--- src/sv/baf_pkg.sv ---
// Shared types and constants for the beam axis frame builder.
// No dependencies; every other file of the block refers to this package.
package baf_pkg;

    localparam int COORD_W  = 32;           // Q16.16 coordinate
    localparam int DIFF_W   = COORD_W + 1;  // exact end - start
    localparam int WIDE_W   = 35;           // vector component fed to a normalizer
    localparam int Q_W      = 16;           // Q2.14 axis component
    localparam int SCL_W    = 30;           // scaled magnitude, largest in [2^29, 2^30)
    localparam int SQ_W     = 2 * SCL_W;
    localparam int SUM_W    = 64;
    localparam int BL_W     = 6;
    localparam int ISQ_STEPS = 32;          // one root bit per stage
    localparam int LEN_W    = 32;
    localparam int DEN_W    = LEN_W + 1;
    localparam int QUO_W    = 15;           // quotient never exceeds 16384
    localparam int REM_W    = 48;
    localparam int PROD_W   = 32;
    localparam int MINLEN_W = 16;
    localparam int APB_ADDR_W = 3;
    localparam int APB_DATA_W = 32;
    localparam logic signed [Q_W-1:0] ONE_Q14 = 16'sd16384;

    // Normalizer latency: magnitude, bit length, scale, square, sum,
    // root steps, divider setup, quotient steps.
    localparam int NORM_LAT = 5 + ISQ_STEPS + 1 + QUO_W;

    // Word index of the configuration register.
    localparam logic [APB_ADDR_W-3:0] REG_MIN_LENGTH = '0;

    typedef logic signed [Q_W-1:0]    q14_t;
    typedef logic signed [WIDE_W-1:0] wide_t;
    typedef q14_t  [2:0] qvec_t;
    typedef wide_t [2:0] wvec_t;

    typedef enum logic [2:0] {
        CASE_ON_X,
        CASE_ON_Y,
        CASE_ON_Z,
        CASE_ZERO_Z,
        CASE_ZERO_Y,
        CASE_ZERO_X,
        CASE_GENERAL
    } axis_case_t;

    typedef struct packed {
        logic       too_short;
        axis_case_t kind;
    } meta_t;

    typedef struct packed {
        logic signed [COORD_W-1:0] start_x;
        logic signed [COORD_W-1:0] start_y;
        logic signed [COORD_W-1:0] start_z;
        logic signed [COORD_W-1:0] end_x;
        logic signed [COORD_W-1:0] end_y;
        logic signed [COORD_W-1:0] end_z;
    } in_t;

    typedef struct packed {
        q14_t axis_x_x;
        q14_t axis_x_y;
        q14_t axis_x_z;
        q14_t axis_y_x;
        q14_t axis_y_y;
        q14_t axis_y_z;
        q14_t axis_z_x;
        q14_t axis_z_y;
        q14_t axis_z_z;
        logic too_short;
    } out_t;

    typedef struct packed {
        logic [SUM_W-1:0]          n;
        logic [SUM_W-1:0]          res;
        logic [2:0][SCL_W-1:0]     mg;
        logic [2:0]                sgn;
    } isq_stage_t;

    typedef struct packed {
        logic [2:0][REM_W-1:0]     rem;
        logic [2:0][QUO_W-1:0]     quo;
        logic [DEN_W-1:0]          den;
        logic [2:0]                sgn;
    } div_stage_t;

endpackage

--- src/sv/baf_cross.sv ---
// Two-stage Q2.14 cross product with rounding and clamping.
// Depends on baf_pkg.
module baf_cross (
    input  logic           clk,
    input  logic           en,
    input  baf_pkg::qvec_t ax,
    input  baf_pkg::qvec_t ay,
    output baf_pkg::qvec_t az
);

    logic signed [5:0][baf_pkg::PROD_W-1:0] prod_reg;
    logic signed [2:0][baf_pkg::PROD_W-1:0] diff;
    logic signed [2:0][baf_pkg::PROD_W-1:0] rnd;
    baf_pkg::qvec_t                         az_next;
    baf_pkg::qvec_t                         az_reg;

    always_ff @(posedge clk)
    begin
        if (en)
        begin
            prod_reg[0] <= baf_pkg::PROD_W'($signed(ax[1])) * baf_pkg::PROD_W'($signed(ay[2]));
            prod_reg[1] <= baf_pkg::PROD_W'($signed(ax[2])) * baf_pkg::PROD_W'($signed(ay[1]));
            prod_reg[2] <= baf_pkg::PROD_W'($signed(ax[2])) * baf_pkg::PROD_W'($signed(ay[0]));
            prod_reg[3] <= baf_pkg::PROD_W'($signed(ax[0])) * baf_pkg::PROD_W'($signed(ay[2]));
            prod_reg[4] <= baf_pkg::PROD_W'($signed(ax[0])) * baf_pkg::PROD_W'($signed(ay[1]));
            prod_reg[5] <= baf_pkg::PROD_W'($signed(ax[1])) * baf_pkg::PROD_W'($signed(ay[0]));
        end
    end

    // Round half up to Q2.14 (floor after adding half), clamp to one
    always_comb
    begin
        for (int i = 0; i < 3; i++)
        begin
            diff[i] = $signed(prod_reg[2*i]) - $signed(prod_reg[2*i+1]);
            rnd[i]  = ($signed(diff[i]) + 32'sd8192) >>> 14;
            if ($signed(rnd[i]) > 32'sd16384)
            begin
                az_next[i] = baf_pkg::ONE_Q14;
            end
            else if ($signed(rnd[i]) < -32'sd16384)
            begin
                az_next[i] = -baf_pkg::ONE_Q14;
            end
            else
            begin
                az_next[i] = rnd[i][baf_pkg::Q_W-1:0];
            end
        end
    end

    always_ff @(posedge clk)
    begin
        if (en)
        begin
            az_reg <= az_next;
        end
    end

    assign az = az_reg;

endmodule

--- config.mk ---
export PLATFORM = sky130hd
export DESIGN_NAME = baf_cross
export DESIGN_NICKNAME = d
export VERILOG_FILES = /design/src/sv/baf_pkg.sv /design/src/sv/baf_cross.sv
export SDC_FILE = /design/constraint.sdc
export NUM_CORES = 2
export LEC_CHECK = 0
export BUFFER_PORTS_ARGS = -buffer_cell sky130_fd_sc_hd__buf_2
export CAP_MARGIN = 20
export CORE_MARGIN = 1
export CORE_UTILIZATION = 71
export CTS_BUF_LIST = sky130_fd_sc_hd__clkbuf_2 sky130_fd_sc_hd__clkbuf_4 sky130_fd_sc_hd__clkbuf_8
export CTS_CLUSTER_DIAMETER = 80
export DETAILED_ROUTE_END_ITERATION = 8
export MAX_ROUTING_LAYER = met4
export PLACE_DENSITY = 0.95
export SYNTH_ARGS = -nofsm -noshare
export SYNTH_HDL_FRONTEND = slang
export SYNTH_SLANG_ARGS = --single-unit
export TNS_END_PERCENT = 5
--- constraint.sdc ---
create_clock -name clk -period 17.3 [get_ports clk]
set_clock_uncertainty 0.15 [all_clocks]
set_input_delay 2.595 -clock clk [delete_from_list [all_inputs] [get_ports clk]]
set_output_delay 2.595 -clock clk [all_outputs]
set_load 0.01 [all_outputs]
==> metrics.sh <==
DIE_X_UM=319
FIRST_PASS_ITERS=7
CTS_BUFFERS=44
CORE-AREA_UM2=98900
TIMING.CRITICAL_PATH.FANOUT_MAX=32
SYNTH.TOP_CELLS.BY_AREA='sky130_fd_sc_hd__fa_1 44%, sky130_fd_sc_hd__ha_1 12%, sky130_fd_sc_hd__edfxtp_1 10%, sky130_fd_sc_hd__inv_1 9.8%, sky130_fd_sc_hd__and2_1 6.6%'
FIN_CELLS=8714
FINAL_AREA_UM2=73500
WORST_SLEW_MARGIN_REL=0.199
SYN-CELL-AREA_UM2=71200
FINAL-MAX-SLEW-VIOLATION-COUNT=0
GRT_SETUP_UNREPAIRED='no'
DRIVE_GT1_FRAC=0.0373
ROUTE.DETAILED.DRC=0
INITIAL_CORE_UTIL=0.720
FINAL_UTIL=0.743
ENDPOINT_KIND='flip-flop'
GLOBALROUTEOVERFLOWTOTAL=0
ROUTE.VIAS.TOTAL=53000
WORST-ENDPOINT-ARRIVAL_PS=9910
DIE_AREA_UM2=102000
WORST_SLEW_PIN_SLEW_PS=1200
POST-DP-HPWL_UM=142000
R2R_CELLS=14
FINALWEIGHTEDCONGESTION=0.962
POST_CTS.RESIZED_INSTANCES=0
POST-PLACE-CELLS=8618
GRT_MAX_DEGREE=110
YS_TYPES=90
HOLD_PATH.CLASS='reg -> reg'
CTS_TREE='yes'
SHARE_OF_FLIP_FLOPS_WITH_AN_ASYNCHRONOUS_SET_OR_RESET_AFTER_SYNTHESIS=0
DRV.MAX_CAP_VIOLATION_COUNT=0
HTREE_LEVELS=2
FIRST_GLOBAL_VIAS=59700
POSTCTSSETUPREPAIRBUFS=0
MOST_FREQUENT_CELLS_AFTER_SYNTHESIS='1850 x sky130_fd_sc_hd__inv_1, 1572 x sky130_fd_sc_hd__fa_1, 797 x sky130_fd_sc_hd__nand2_1'
SYNTHCELLS=7465
DR.FIRST_ITER.DRC_COUNT=5525
SYNTH_LARGEST_AREA_CELL='sky130_fd_sc_hd__fa_1'
FP.DIEH_UM=319
POSTPLACECELLAREA_UM2=72600
SYNTH.MOST_COMMON_CELL='sky130_fd_sc_hd__inv_1'
SYNTH_SEQ_CELLS=240
TOTAL_NUMBER_OF_PLACEMENT_ROWS=115
SYNTH-MAIN-FF-CELL='sky130_fd_sc_hd__edfxtp_1'
NNETSFINAL=9716
HOLD_VIOL_FINAL=0
CTS_BUFFER_DEPTH=3
STATUS='finished clean'
WORSTPATHREQUIRED_PS=17640
SYNTH-EDFF-COUNT=240
YOSYSWARNINGS=0
FINALCRITICALPERIOD_PS=9570
WORSTSETUPSTARTPOINTTYPE='input port'
SYNTHESIS.AREA_PER_INSTANCE_UM2=9.54
DETAIL-ROUTE-ANTENNA-NETS=0
CTS_HOLD_BUF=0
CTSROOTBUFFERMASTER='sky130_fd_sc_hd__clkbuf_8'
GR-USAGE-ALL-LAYERS=0.391
SYNTHDOMINANTCELLAREASHARE=0.442
ANTENNA_FOUND_INITIAL=19
FMAX_GHz=0.104
WORSTHOLDPATHCELLS=3
YOSYSSEQAREASHARE=0.101
FINAL.SETUP.TNS_PS=0
WORSTSKEWPAIRLATENCY_PS=660
SETUP_VIOL=0
IO_BUFFERS=145
WL_PER_CELL_UM=21.1
NUMBER_OF_VIAS_PER_CELL_AFTER_DETAILED_ROUTING=6.08
TRITONCTS_NUM_SINKS=240
CRITICALPATHCATEGORY='in -> reg'
FILLERINSTANCES=6055
AREA.GROWTH.SYNTH_TO_FINAL_PCT=3.20
GRT_PASS1_WL_UM=301000
TOTALWIRELENGTH_UM=184000
PERIOD_UTILIZATION=0.553
NET_COUNT_AFTER_SYNTHESIS=9804
CTS.REPORTEDPATHS.CLKPINSLEW_PS=60
FLIP_FLOP_COUNT_OF_THE_LARGEST_REGISTER_AFTER_LAYOUT=192
IOPINCOUNT=146
metrics by stage:
stage / worst slack, ps / hold WS (ps)
3_3_place_gp: 7590 / 742
6_report: 7730 / 802
5_1_grt: 7410 / 880
2_1_floorplan: 8280 / 555
3_5_place_dp: 7220 / 778
4_1_cts: 7930 / 808
worst max-delay path, cell delays in order:
cell                       delay, ps
sky130_fd_sc_hd__buf_2           630
sky130_fd_sc_hd__nand2_1         240
sky130_fd_sc_hd__inv_1           140
sky130_fd_sc_hd__fa_1            570
sky130_fd_sc_hd__fa_1            910
sky130_fd_sc_hd__fa_1            540
sky130_fd_sc_hd__fa_1            530
sky130_fd_sc_hd__fa_1            490
sky130_fd_sc_hd__inv_1            40
sky130_fd_sc_hd__fa_1            470
sky130_fd_sc_hd__inv_1            50
sky130_fd_sc_hd__ha_1            320
sky130_fd_sc_hd__nand3_1         100
sky130_fd_sc_hd__nor3_1           80
sky130_fd_sc_hd__a21oi_1         160
sky130_fd_sc_hd__o21ai_0         150
sky130_fd_sc_hd__and3_1          210
sky130_fd_sc_hd__a21oi_1         120
sky130_fd_sc_hd__o21ai_0         130
sky130_fd_sc_hd__o41ai_1         640
sky130_fd_sc_hd__or4b_2          650
sky130_fd_sc_hd__o211ai_1        120
logic make-up after synthesis:
logic type,after synthesis,synth area share
compound gates,578,0.0536
flops,240,0.101
fa+ha+maj,2241,0.560
xor+xnor,250,0.0308
simple gates,1999,0.140
mux,6,0.000844
buf+inv,2151,0.114
cell type report:
cell class,instances,area (µm²),area share
clock buffer,55,694,0.00945
tap,1287,1610,0.0219
antenna,20,50.0,0.000681
multi-input combinational,5074,55900,0.761
inverter,1851,6950,0.0946
clock inverter,21,170,0.00232
sequential,240,7210,0.0981
timing repair buffer,166,893,0.0122
worst paths after layout:
kind | start | end | slack [ps]
setup / recovery | ay[18] | prod_reg[158]$_DFFE_PP_ | 7730
hold / removal | prod_reg[63]$_DFFE_PP_ | az[15]$_SDFFCE_PP0P_ | 800
setup reg to reg | prod_reg[38]$_DFFE_PP_ | az[0]$_SDFFCE_PP0P_ | 12330
hold reg to reg | prod_reg[63]$_DFFE_PP_ | az[15]$_SDFFCE_PP0P_ | 800
placed cells by master, fill, tap and decap left out, drive strengths merged, types with 20 or more instances in the layout:
cell	n
and3	25
nand2	797
o21bai	34
fa	1572
o21ai	103
a211oi	34
nand3	49
inv	1851
clkbuf	55
ha	669
xor2	51
o21a	31
nor2	190
a21o	61
xnor2	199
diode	20
nor3	50
nand2b	54
buf	166
and2	750
a21oi	176
edfxtp	240
per-layer routing:
layer / GRT usage / part of all wire / wire length [µm]
met3: 0.0706 / 0.11 / 19900
met4: 0.281 / 0.087 / 16000
met2: 0.620 / 0.48 / 87800
met1: 0.451 / 0.33 / 60300
met5: - / 0 / 0
Power is left out: the tool's default activity adds up to more than one toggle a clock period on the data nets, which glitch-free logic cannot reach.
